===== src/sv/bpc_pkg.sv =====
// shared types, constants and configuration layout of the button press classifier
package bpc_pkg;

	localparam int COUNT_WIDTH = 16;
	localparam int THR_WIDTH   = 16;
	localparam int CMP_WIDTH   = (COUNT_WIDTH > THR_WIDTH) ? COUNT_WIDTH : THR_WIDTH;
	localparam int CFG_IDX_W   = 2;
	localparam int CFG_DATA_W  = 16;

	typedef logic [COUNT_WIDTH-1:0] cnt_t;
	typedef logic [THR_WIDTH-1:0]   thr_t;
	typedef logic [CMP_WIDTH-1:0]   cmp_t;

	localparam cnt_t COUNT_MAX = {COUNT_WIDTH{1'b1}};

	typedef enum logic [2:0] {
		EV_SHORT   = 3'd0,
		EV_LONG    = 3'd1,
		EV_DOUBLE  = 3'd2,
		EV_IGNORED = 3'd3,
		EV_GLITCH  = 3'd4
	} ev_t;

	typedef enum logic [CFG_IDX_W-1:0] {
		REG_ACTIVE_LEVEL = 2'd0,
		REG_SHORT_TICKS  = 2'd1,
		REG_LONG_TICKS   = 2'd2,
		REG_WINDOW_TICKS = 2'd3
	} reg_idx_t;

	typedef struct packed {
		logic active_level;
		thr_t short_ticks;
		thr_t long_ticks;
		thr_t double_window_ticks;
	} cfg_t;

	localparam logic RST_ACTIVE_LEVEL = 1'b0;
	localparam thr_t RST_SHORT_TICKS  = 16'd5;
	localparam thr_t RST_LONG_TICKS   = 16'd500;
	localparam thr_t RST_WINDOW_TICKS = 16'd50;

endpackage


===== src/sv/bpc_cfg.sv =====
// configuration register file of the button press classifier
module bpc_cfg
	import bpc_pkg::*;
(
	input  logic                  clk,
	input  logic                  arst_n,
	input  logic                  cfg_valid,
	output logic                  cfg_ready,
	input  logic [CFG_IDX_W-1:0]  cfg_index,
	input  logic [CFG_DATA_W-1:0] cfg_data,
	output cfg_t                  cfg
);

	cfg_t cfg_q;

	assign cfg_ready = 1'b1;
	assign cfg      = cfg_q;

	always_ff @(posedge clk or negedge arst_n) begin
		if (!arst_n) begin
			cfg_q.active_level        <= RST_ACTIVE_LEVEL;
			cfg_q.short_ticks         <= RST_SHORT_TICKS;
			cfg_q.long_ticks          <= RST_LONG_TICKS;
			cfg_q.double_window_ticks <= RST_WINDOW_TICKS;
		end else if (cfg_valid && cfg_ready) begin
			case (reg_idx_t'(cfg_index))
				REG_ACTIVE_LEVEL: cfg_q.active_level        <= cfg_data[0];
				REG_SHORT_TICKS:  cfg_q.short_ticks         <= thr_t'(cfg_data);
				REG_LONG_TICKS:   cfg_q.long_ticks          <= thr_t'(cfg_data);
				REG_WINDOW_TICKS: cfg_q.double_window_ticks <= thr_t'(cfg_data);
				default: ;
			endcase
		end
	end

endmodule


===== src/sv/bpc_core.sv =====
// input register, press counters, classification and result register
module bpc_core
	import bpc_pkg::*;
(
	input  logic       clk,
	input  logic       arst_n,
	input  cfg_t       cfg,
	input  logic       in_valid,
	output logic       in_ready,
	input  logic       level,
	output logic       out_valid,
	input  logic       out_ready,
	output logic [2:0] event_code
);

	logic valid_s1;
	logic level_s1;
	cnt_t held_q;
	cnt_t gap_q;
	logic out_valid_q;
	ev_t  event_q;

	logic advance;
	logic pressed;
	logic fire;
	ev_t  ev;
	cnt_t held_nxt;
	cnt_t gap_mid;
	cnt_t gap_nxt;
	cnt_t win_sat;
	cmp_t held_c, gap_c, short_c, long_c, win_c, half_c;

	assign advance  = !out_valid_q || out_ready;
	assign in_ready = !valid_s1 || advance;

	always_comb begin
		held_c  = cmp_t'(held_q);
		gap_c   = cmp_t'(gap_q);
		short_c = cmp_t'(cfg.short_ticks);
		long_c  = cmp_t'(cfg.long_ticks);
		win_c   = cmp_t'(cfg.double_window_ticks);
		half_c  = cmp_t'(cfg.short_ticks >> 1);
		win_sat = (win_c > cmp_t'(COUNT_MAX)) ? COUNT_MAX
			: cnt_t'(cfg.double_window_ticks);
		pressed  = (level_s1 == cfg.active_level);
		fire     = 1'b0;
		ev       = EV_SHORT;
		gap_mid  = gap_q;
		held_nxt = held_q;
		if (pressed) begin
			if (held_c == long_c && held_q != COUNT_MAX) begin
				fire = 1'b1;
				ev   = EV_LONG;
			end
			held_nxt = (held_q == COUNT_MAX) ? held_q : held_q + 1'b1;
		end else begin
			if (held_c >= long_c) begin
				gap_mid = '0;
			end else if (held_c >= short_c) begin
				fire = 1'b1;
				if (gap_c < win_c) begin
					ev      = (gap_c > half_c) ? EV_DOUBLE : EV_IGNORED;
					gap_mid = win_sat;
				end else begin
					ev      = EV_SHORT;
					gap_mid = '0;
				end
			end else if (held_q != '0) begin
				fire = 1'b1;
				ev   = EV_GLITCH;
			end
			held_nxt = '0;
		end
		gap_nxt = (gap_mid == COUNT_MAX) ? gap_mid : gap_mid + 1'b1;
	end

	always_ff @(posedge clk or negedge arst_n) begin
		if (!arst_n) begin
			valid_s1 <= 1'b0;
		end else if (in_ready) begin
			valid_s1 <= in_valid;
		end
	end

	always_ff @(posedge clk) begin
		if (in_ready && in_valid) begin
			level_s1 <= level;
		end
	end

	always_ff @(posedge clk or negedge arst_n) begin
		if (!arst_n) begin
			held_q      <= '0;
			gap_q       <= '0;
			out_valid_q <= 1'b0;
		end else if (advance) begin
			out_valid_q <= valid_s1 && fire;
			if (valid_s1) begin
				held_q <= held_nxt;
				gap_q  <= gap_nxt;
			end
		end
	end

	always_ff @(posedge clk) begin
		if (advance && valid_s1 && fire) begin
			event_q <= ev;
		end
	end

	assign out_valid  = out_valid_q;
	assign event_code = event_q;

endmodule


===== src/sv/button_press_classifier_top.sv =====
// top level of the button press classifier
//
// one item on the input channel is one sampled button level for one tick.
// the block counts held ticks and ticks since release, both saturating, and
// emits at most one event per item on the output channel: short, long,
// double, ignored double or too-short glitch.
// an accepted item is registered in the input register, classified against the
// counters and written to the result register, from which its event shows on
// the output; a receiver stall can hold it in the input register. items that
// cause no event update the counters and leave the output empty.
// throughput is one item per cycle while the receiver takes results, set by
// the single counter update per tick.
// when the receiver stalls a pending event holds; one more item can sit in
// the input register, after which in_ready drops.
// reset clears the counters and pipeline and loads the default thresholds.
// the configuration channel is always ready; it must be written while idle, which the block itself does not enforce.
module button_press_classifier_top
	import bpc_pkg::*;
(
	input  logic                  clk,
	input  logic                  arst_n,
	input  logic                  cfg_valid,
	output logic                  cfg_ready,
	input  logic [CFG_IDX_W-1:0]  cfg_index,
	input  logic [CFG_DATA_W-1:0] cfg_data,
	input  logic                  in_valid,
	output logic                  in_ready,
	input  logic                  level,
	output logic                  out_valid,
	input  logic                  out_ready,
	output logic [2:0]            event_code
);

	cfg_t cfg;

	bpc_cfg u_cfg (
		.clk       (clk),
		.arst_n    (arst_n),
		.cfg_valid (cfg_valid),
		.cfg_ready (cfg_ready),
		.cfg_index (cfg_index),
		.cfg_data  (cfg_data),
		.cfg       (cfg)
	);

	bpc_core u_core (
		.clk        (clk),
		.arst_n     (arst_n),
		.cfg        (cfg),
		.in_valid   (in_valid),
		.in_ready   (in_ready),
		.level      (level),
		.out_valid  (out_valid),
		.out_ready  (out_ready),
		.event_code (event_code)
	);

endmodule


===== config.mk =====
export PLATFORM = sky130hd
export DESIGN_NAME = button_press_classifier_top
export DESIGN_NICKNAME = d
export VERILOG_FILES = /design/src/sv/bpc_pkg.sv /design/src/sv/bpc_cfg.sv /design/src/sv/bpc_core.sv /design/src/sv/button_press_classifier_top.sv
export SDC_FILE = /design/constraint.sdc
export NUM_CORES = 1
export LEC_CHECK = 0
export ABC_AREA = 1
export BUFFER_PORTS_ARGS = -buffer_cell sky130_fd_sc_hd__buf_4
export CAP_MARGIN = 15
export CORE_ASPECT_RATIO = 1.2
export CORE_MARGIN = 2
export CORE_UTILIZATION = 36
export DETAILED_ROUTE_END_ITERATION = 7
export PLACE_DENSITY = 0.59
export SYNTH_ARGS = -nofsm -noshare
export SYNTH_HDL_FRONTEND = slang
export SYNTH_SLANG_ARGS = --single-unit

===== constraint.sdc =====
create_clock -name clk -period 3.71 [get_ports clk]
set_input_delay 0.371 -clock clk [delete_from_list [all_inputs] [get_ports clk]]
set_output_delay 0.371 -clock clk [all_outputs]
set_load 0.03 [all_outputs]

==> results of run 1 <==
## logic make-up after synthesis
group,Yosys count
xor gates and xnor gates,7
and+or+nand+nor,371
DFF,87
other,1
AOI/OAI and AO/OA,127
adders and majority gates,66
buffers and inverters,151
## cell type report
cell class | count | area (sq um)
fill | 1728 | 9870
multi-input combinational | 572 | 3270
sequential | 87 | 2210
inverter | 136 | 510
timing repair buffer | 35 | 283
tap | 216 | 270
clock buffer | 10 | 239
clock inverter | 6 | 66.3
## worst paths after layout
kind | to | cells past startpoint
max | u_core.gap_c[1] | 21
min | u_core.gap_c[6] | 1
max reg2reg | u_core.gap_c[1] | 21
min reg2reg | u_cfg.cfg[39] | 2
max in group asynchronous | u_cfg.cfg[12] | 2
min in group clk | u_core.level_s1 | 1
## sequential cells by signal (all words and copies together), names as in the netlist
name and count:
u_cfg.cfg 49, u_core.gap_c 16, u_core.held_c 16, u_core.event_code 3, u_core.level_s1 1, u_core.out_valid 1
u_core.valid_s1 1
## power by group
part	switching [mW]	internal, mW	total [mW]	leakage [nW]
sequential	0.159	1.13	1.28	1.09
clock	0.417	0.546	0.963	0.154
combinational	0.739	0.428	1.17	2.34
total	1.31	2.10	3.41	3.58
## metal layers
layer  up-vias  global-route usage (%)
li1       2665                       -
met3        26                    2.85
met4         0                    7.82
met1      2399                    24.1
met2        53                    30.6
met5         -                       0
## cells in the final DEF (no fill, tap or decap), drive strengths merged, types with 4 or more instances in the layout
cell / count
ha: 66
edfxtp: 4
nor3: 8
o21ai: 76
nand2: 232
o21bai: 4
a21oi: 33
dfstp: 11
dfrtp: 72
nand4: 15
inv: 139
xor2: 5
buf: 35
nor2: 67
nand3: 42
clkbuf: 10
## metrics by stage
stage	cell area (sq um)	hold slack, ns	std cells	power [mW]
3_5_place_dp	6520	0.473	1045	2.47
3_3_place_gp	6520	0.466	1045	2.46
6_report	6850	0.187	1062	3.41
4_1_cts	6830	0.178	1061	3.45
5_1_grt	6850	0.177	1062	3.69
2_1_floorplan	6070	0.0754	810	2.10
==> results by group, run 1 <==
Outcome
  – Status: completed

Min path
  – Hold Crit Class: primary input to asynchronous set/reset pin

Clock network
  – Sink Count: 87
  – Setup Buffers After CTS: 0
  – Worst-path clk slew: 0.08 ns
  – Root Buffer: clkbuf_16
  – Bufs on Longest Clock Path: 2
  – CTS tree: built
  – H-tree lvl count: 3
  – Post-cts sizing count: 0
  – Hold buffers post-CTS: 0
  – CTS Buf Count: 9
  – Worst-Skew Late Latency: 0.36 ns

Synth
  – Most common cell in the netlist: nand2_1
  – Leading area contributor after synthesis: dfrtp_1
  – Mean post-synth cell area: 7.50 sq um
  – Register bit total from synthesis: 87
  – Primary FF master, synth: dfrtp_1
  – Commonest cells post-synth: nand2_1 (212), inv_1 (133), dfrtp_1 (72)
  – Number of synthesized flops with an enable pin: 4
  – Yosys top cell area share: between 20 and 30%
  – Post-Synth Simple-Gate Area: between 20% and 30%
  – Mapped Nets: 900
  – Largest family of logic cells by synthesized area: simple AND/OR/NAND/NOR gates
  – Post-synthesis mux area share: 0%
  – Synthesis Warnings: 0
  – Unique cell type count in the Yosys netlist: 46
  – Adder-Cell Fraction of Synth Area: 13.6%
  – Post-synthesis sequential area ratio: 36.4%
  – Post-synthesis compound-gate area fraction: between 10% and 20%
  – Synth Area in XOR/XNOR: 1.01%
  – Share of synthesized registers carrying an async set or reset: 95.4%
  – Synth Cell Area: 0.00607 sq mm
  – Leading post-synthesis cells by cell area: dfrtp_1 (30%), ha_1 (14%), nand2_1 (13%)
  – Post-Syn Instances: 810

Power
  – Leak Pwr: between 3 and 4 nW
  – Worst VDD drop: 0.000196 V
  – Cell Pwr Density: 498 mW/mm^2

STA
  – RSZ-0062 raised after global routing: false
  – Final hold viol count: 0
  – Max Clock Freq: roughly 320 MHz
  – Slew margin rel.: 27.7%
  – Final WS setup: ~0.54 ns
  – Final period util: 85.4%
  – Endpoints failing setup: 0
  – Setup TNS Final: 0 ns
  – Setup Skew: about 0.012 ns
  – Pins Over Slew Limit: 0
  – Worst slew pin tran: 1.08 ns
  – Fin crit period: 3.17 ns

Global routing
  – Vias in the first global route: 5047
  – Initial antenna violation count: 0
  – Global Route Usage Sum: 18.6%
  – First-pass GRT wire length: 25800 um
  – Gr ovfl total: 0
  – Largest net degree at the start of global routing: 77

Floorplanning
  – Die area: between 0.015 and 0.02 sq mm
  – Site row count: 52
  – Starting density of the core: a little over a third
  – Die W: 123 um
  – I/O pin total: 30
  – Core ar.: 0.0167 sq mm
  – Die Y: 146 um

Routing
  – WL met2: 7560 um
  – Vias per cell: slightly below 5
  – Initial drt markers: 281
  – Met1 WL: 7120 um
  – DR WL/cell: between 10 and 15 um
  – DRC Markers: 0
  – 1st-pass router iterations: 5
  – Post-route ant nets: 0
  – Final WL: 15400 um
  – Metal3 WL: 286 um
  – Max Used Layer: met4
  – Vias: roughly 5100

Critical path
  – CP most frequent cell: nand2_1
  – CP cell instances: inv_1 > ha_1 > nand2_1 > inv_1 > nand2_1 > nor2_1 > nand2_1 > nand2_1 > nor2_2 > nand2_2 > a21oi_2 > nand2_1 > o21ai_1 > ha_1 > inv_1 > nor2_4 > nand4_2 > nand2_1 > nand2_1 > nand2_1 > nand2_1
  – Max incr delay on CP: 0.53 ns
  – Slowest CP cell: dfstp_2
  – Worst setup EP type: register
  – Cell family with the largest share of critical-path delay: simple AND/OR/NAND/NOR gates
  – Worst setup SP type: register
  – WP data arrival: 3.41 ns
  – Buf/Inv on CP: 3
  – Req. time, crit path: between 3 and 4 ns
  – Crit path launch: u_cfg.cfg[23]
  – Register-to-Register Setup Slack: 0.54 ns
  – Critical path peak fanout: 8
  – R2r startpoint: u_cfg.cfg[23]
  – Kind of critical path: register to register

Place
  – # port buffers: 28
  – Pre-CTS WS: ~0.55 ns
  – Post-DP HPWL: 12000 um
  – Final Wtd Congestion: 0.908

Final layout
  – Area Overhead vs Synth: 12.9%
  – Layout cells sized above 1: 12.8%
  – Util after Layout: 41.0%
  – ANT cells: 0
  – Number of nets in the layout: 931

Run
  – MaxCap Viol Count: 0
(Power assumes the default switching activity.)
==> run 2, diff against run 1 <==
==> constraint.sdc (replaced) <==
create_clock -name clk -period 3.4 [get_ports clk]
set_input_delay 0.34 -clock clk [delete_from_list [all_inputs] [get_ports clk]]
set_output_delay 0.34 -clock clk [all_outputs]
set_load 0.03 [all_outputs]
==> results by group, run 2 (synthesis results as in run 1) <==
Outcome
  – Status: completed

Global routing
  – First-pass GRT wire length: 25700 um
  – Largest net degree at the start of global routing: 69
  – Global Route Usage Sum: a little under a fifth
  – Vias in the first global route: 5065
  – Gr ovfl total: 0
  – Initial antenna violation count: 0

Power
  – Internal: about 2.3 mW
  – Leak Pwr: 3.60 nW
  – Cell Pwr Density: 531 mW/mm^2
  – Net switching power: ~1.4 mW
  – Comb power frac: 35.1%
  – Reg power frac: a little under two fifths
  – Clock share of power: 26.8%
  – Worst VDD drop: 0.000224 V
  – Sw Share: approximately two fifths

STA
  – Final period util: 91.3%
  – RSZ-0062 raised after global routing: false
  – Fin crit period: between 3 and 4 ns
  – Final WS setup: 0.295 ns
  – Endpoints failing setup: 0
  – Final hold viol count: 0
  – Pins Over Slew Limit: 0
  – Max Clock Freq: 322 MHz
  – Worst slew pin tran: between 0.9 and 1 ns
  – Slew margin rel.: 38.8%
  – WHS: 0.115 ns
  – Setup TNS Final: 0 ns
  – Setup Skew: 0.00968 ns

Critical path
  – CP most frequent cell: nand2_1
  – Kind of critical path: register to register
  – Worst setup SP type: register
  – Reg2Reg Depth: 23
  – Max incr delay on CP: 0.53 ns
  – Critical path peak fanout: 10
  – Worst setup EP type: register
  – Req. time, crit path: 3.68 ns
  – Slowest CP cell: dfstp_2
  – WP data arrival: approximately 3.4 ns
  – CP cell instances: inv_1 > ha_1 > nand2_1 > inv_1 > nand2_1 > nor2_1 > nand2_1 > nand2_1 > nor2_2 > nand2_2 > a21oi_2 > buf_4 > nand3_1 > nand2_2 > ha_2 > inv_1 > nor2_4 > nand2_4 > nor2_8 > nand2_1 > nand2_1 > nand2_1 > nand2_1

Routing
  – Post-route ant nets: 0
  – Vias per cell: 4.81
  – Vias: 5121
  – DRC Markers: 0
  – Initial drt markers: 231
  – DR WL/cell: 14.3 um
  – 1st-pass router iterations: 5
  – Final WL: 15200 um

Final layout
  – Largest register FFs: slightly below 50
  – Number of nets in the layout: 934
  – # fillers: 1696
  – ANT cells: 0
  – Area Overhead vs Synth: 13.6%
  – Most common cell after layout, fill and taps aside: nand2_1
  – Layout cells sized above 1: 13.5%
  – Most frequent cells in the layout: nand2_1 (211), inv_1 (133), dfrtp_1 (72), o21ai_0 (66), ha_1 (65)

Clock network
  – CTS tree: built
  – Worst-Skew Late Latency: 0.35 ns
  – Root Buffer: clkbuf_16
  – Setup Buffers After CTS: 0
  – Bufs on Longest Clock Path: 2
  – CTS Buf Count: 9
  – Sink Count: 87
  – Worst-path clk slew: 0.06 ns
  – Hold buffers post-CTS: 0
  – H-tree lvl count: 3

Floorplanning
  – Die W: 123 um
  – Site row count: 52
  – I/O pin total: 30
  – Die area: 0.0179 sq mm
  – Starting density of the core: 36.3%
  – Core ar.: 0.0167 sq mm
  – Die Y: 146 um

Place
  – Pre-CTS WS: approximately 0.18 ns
  – Final Wtd Congestion: about 0.86
  – # port buffers: 28
  – Post-DP HPWL: 12000 um

Run
  – MaxCap Viol Count: 0

Min path
  – Hold Crit Class: primary input to asynchronous set/reset pin
==> run 2: cell types whose count changed in the layout (fill, tap and decap cells not counted), sizes merged <==
| cell | change |
|---|---|
| buf | +3 |
| bufinv | -1 |
| clkbuf | +2 |
| clkinv | +1 |
| inv | -2 |
==> run 2: power groups by stage <==
stage	logic, mW	clock network, mW	registers [mW]
final	1.29	0.983	1.40
after global routing	1.50	1.05	1.42
after CTS	1.29	1.01	1.40
after detailed placement	1.28	0	1.41
after global placement	1.27	0	1.41
after floorplan	0.921	0	1.37
==> run 2: worst paths after layout <==
path / startpoint / end / slack [ns]
setup / recovery: u_cfg.cfg[23] / u_core.gap_c[1] / 0.30
hold / removal: arst_n / u_cfg.cfg[48] / 0.11
max in group asynchronous: arst_n / u_cfg.cfg[24] / 2.50
setup reg to reg: u_cfg.cfg[23] / u_core.gap_c[1] / 0.30
hold reg to reg: u_cfg.cfg[42] / u_cfg.cfg[42] / 0.49
min in group clk: level / u_core.level_s1 / 0.16
==> run 2: layer usage <==
metal  wire [um]  vias up  GRT usage, %
met4         338        0          6.21
met1        7000     2366          24.4
met2        7490       63          30.2
met5           0        -             0
met3         412       19          3.01
li1            -     2673             -
==> run 2: final cells by class <==
class / count / area (sq um) / area share [%]
clock buffer: 12 / 267 / 3.86
clock inverter: 4 / 27.5 / 0.399
inverter: 136 / 510 / 7.40
multi-input combinational: 572 / 3300 / 47.8
sequential: 87 / 2210 / 32.0
tap: 216 / 270 / 3.92
timing repair buffer: 38 / 313 / 4.53
==> run 2: timing repair <==
item                       4_1_cts  5_1_grt
resized for setup                0        6
setup endpoints to repair        0        9
hold endpoints to repair         0        0
==> run 2: stage by stage <==
| step | area, sq um | total power [mW] | std cells | util (%) |
|---|---|---|---|---|
| floorplan | 6070 | 2.29 | 810 | - |
| global placement | 6540 | 2.68 | 1047 | 39.1 |
| detailed placement | 6540 | 2.70 | 1047 | 39.1 |
| CTS | 6830 | 3.70 | 1063 | 40.8 |
| global route | 6900 | 3.97 | 1065 | 41.3 |
| finish | 6900 | 3.67 | 1065 | 41.3 |
==> run 2: worst max-delay path: cells and delay by family, from the launching register on <==
kind	cells	cell delay (ns)
compound gates	1	0.17
fa+ha+maj	2	0.51
buf+inv	4	0.35
flops	1	0.53
simple gates	16	1.47
==> run 3, diff against run 2 <==
--- a/config.mk
+++ b/config.mk
@@ -9,8 +9,9 @@
 export BUFFER_PORTS_ARGS = -buffer_cell sky130_fd_sc_hd__buf_4
 export CAP_MARGIN = 15
 export CORE_ASPECT_RATIO = 1.2
-export CORE_MARGIN = 2
+export CORE_MARGIN = 3
 export CORE_UTILIZATION = 36
+export CTS_CLUSTER_DIAMETER = 60
 export DETAILED_ROUTE_END_ITERATION = 7
 export PLACE_DENSITY = 0.59
 export SYNTH_ARGS = -nofsm -noshare
==> results by group, run 3 (synthesis results as in run 1) <==
Global routing
  – First-pass GRT wire length: 25300 um
  – Gr ovfl total: 0
  – Initial antenna violation count: 0
  – Largest net degree at the start of global routing: 56
  – Vias in the first global route: 4945
  – Global Route Usage Sum: 17.0%

Critical path
  – Reg2Reg Depth: 23
  – Worst reg2reg path endpoint: u_core.gap_c[1]
  – Register-to-Register Setup Slack: 0.33 ns
  – Req. time, crit path: 3.69 ns
  – Slowest CP cell: dfstp_2
  – Max incr delay on CP: 0.53 ns
  – R2r startpoint: u_cfg.cfg[23]
  – WP data arrival: 3.35 ns
  – Kind of critical path: register to register
  – Worst setup SP type: register
  – CP cell instances: inv_1 > ha_1 > nand2_1 > inv_1 > nand2_1 > nor2_1 > nand2_1 > nand2_1 > nor2_2 > nand2_2 > a21oi_2 > buf_4 > nand3_1 > nand2_2 > ha_2 > inv_1 > nor2_4 > nand2_4 > nor2_8 > nand2_1 > nand2_1 > nand2_1 > nand2_1
  – CP most frequent cell: nand2_1
  – Critical path peak fanout: 10
  – Worst setup EP type: register

Final layout
  – Register area: 0.00221 sq mm
  – Final cell count without fillers: 1062
  – Post-route cell area: 0.00687 sq mm
  – Number of nets in the layout: a little over 900
  – Most frequent cells in the layout: nand2_1 (212), inv_1 (133), dfrtp_1 (72), o21ai_0 (66), ha_1 (65)
  – Layout cells sized above 1: 13.2%
  – Area Overhead vs Synth: 13.2%
  – Multi-input gate area: 0.00329 sq mm
  – Largest register FFs: between 40 and 50
  – Most common cell after layout, fill and taps aside: nand2_1
  – ANT cells: 0
  – # fillers: 1674

Place
  – Final Wtd Congestion: 0.892
  – Post-DP HPWL: 12100 um
  – Placed cell areas: 0.00654 sq mm
  – Pre-CTS WS: 0.246 ns
  – # port buffers: 28
  – Placed Cells incl. Taps: 1044

Power
  – Worst VDD drop: 0.000281 V
  – Net switching power: 1.39 mW
  – Total power: 3.65 mW
  – Internal: 2.26 mW
  – Leak Pwr: 3.58 nW
  – Comb power frac: 35.3%
  – Clock share of power: approximately a quarter
  – Reg power frac: a little under two fifths
  – Sw Share: 38.0%
  – Cell Pwr Density: 532 mW/mm^2

STA
  – Pins Over Slew Limit: 0
  – Final hold viol count: 0
  – Final WS setup: 0.332 ns
  – Setup Skew: 0.00679 ns
  – Slew margin rel.: 50.9%
  – Endpoints failing setup: 0
  – Worst slew pin tran: 0.736 ns
  – RSZ-0062 raised after global routing: false
  – Fin crit period: about 3.1 ns
  – Max Clock Freq: 326 MHz
  – Setup TNS Final: 0 ns
  – Final period util: between 90% and 100%

Clock network
  – Post-cts sizing count: 0
  – Sink Count: 87
  – Root Buffer: clkbuf_16
  – Worst-Skew Late Latency: 0.35 ns
  – H-tree lvl count: 3
  – Setup Buffers After CTS: 0
  – CTS Buf Count: 9
  – Worst-path clk slew: 0.06 ns
  – Bufs on Longest Clock Path: 2
  – CTS tree: built
  – Hold buffers post-CTS: 0

Outcome
  – Status: completed

Floorplanning
  – Die Y: 148 um
  – Site row count: 51
  – Die W: 125 um
  – Die area: 0.0185 sq mm
  – Core ar.: 0.0164 sq mm
  – Starting density of the core: a little under two fifths
  – I/O pin total: 30

Routing
  – Post-route ant nets: 0
  – Vias per cell: between 4 and 5
  – Final WL: ~15000 um
  – Initial drt markers: 215
  – DR WL/cell: 14.2 um
  – Vias: 5112
  – 1st-pass router iterations: 7
  – DRC Markers: 0

Min path
  – Hold Crit Class: primary input to asynchronous set/reset pin

Run
  – MaxCap Viol Count: 0
-- run 3: cell type report --
type	instances	share of cell area [%]
flip-flops and latches	87	32.2
multi-input cells	572	47.9
clock inverters	2	0.218
clock buffers	14	3.99
inverters	136	7.43
well taps	212	3.86
repair buffers	39	4.48
-- run 3: worst max path at each step --
| stage | start | end | slack, ns | cells past startpoint |
|---|---|---|---|---|
| final | u_cfg.cfg[23] | u_core.gap_c[1] | 0.33 | 23 |
| after detailed placement | u_cfg.cfg[33] | u_core.gap_c[1] | 0.25 | 21 |
| after CTS | u_core.held_c[0] | u_core.gap_c[1] | 0.21 | 21 |
| after global routing | u_cfg.cfg[23] | u_core.gap_c[1] | 0.02 | 23 |
| after global placement | u_core.held_c[0] | u_core.gap_c[1] | 0.32 | 21 |
| after floorplan | u_cfg.cfg[23] | u_core.gap_c[1] | 0.53 | 22 |
-- run 3: power groups by stage --
stage	registers, mW	logic (mW)	clock network, mW
2_1_floorplan	1.37	0.921	0
3_3_place_gp	1.41	1.28	0
3_5_place_dp	1.41	1.29	0
4_1_cts	1.39	1.30	0.996
5_1_grt	1.42	1.51	1.03
6_report	1.39	1.29	0.971
-- run 3: routing by layer --
layer | vias up | share of wire (%) | routed length (um) | GRT usage (%)
met5 | - | 0 | 0 | 0
met4 | 0 | 1.8 | 272 | 4.77
met3 | 20 | 2.4 | 359 | 2.16
met2 | 57 | 49 | 7410 | 30.3
met1 | 2367 | 47 | 7030 | 21.7
li1 | 2668 | - | - | -
-- run 3: metrics by stage --
stage	hold WS, ns	utilization (%)
final	0.0493	41.9
after global routing	0.117	41.9
after CTS	0.0893	41.6
after detailed placement	0.458	39.9
after global placement	0.454	39.9
after floorplan	0.0444	-
-- run 3: critical path, delay by kind of cell (launching register included) --
kind | cells | cell delay (ns)
flops | 1 | 0.53
fa+ha+maj | 2 | 0.51
buf+inv | 4 | 0.34
simple gates | 16 | 1.47
compound gates | 1 | 0.15
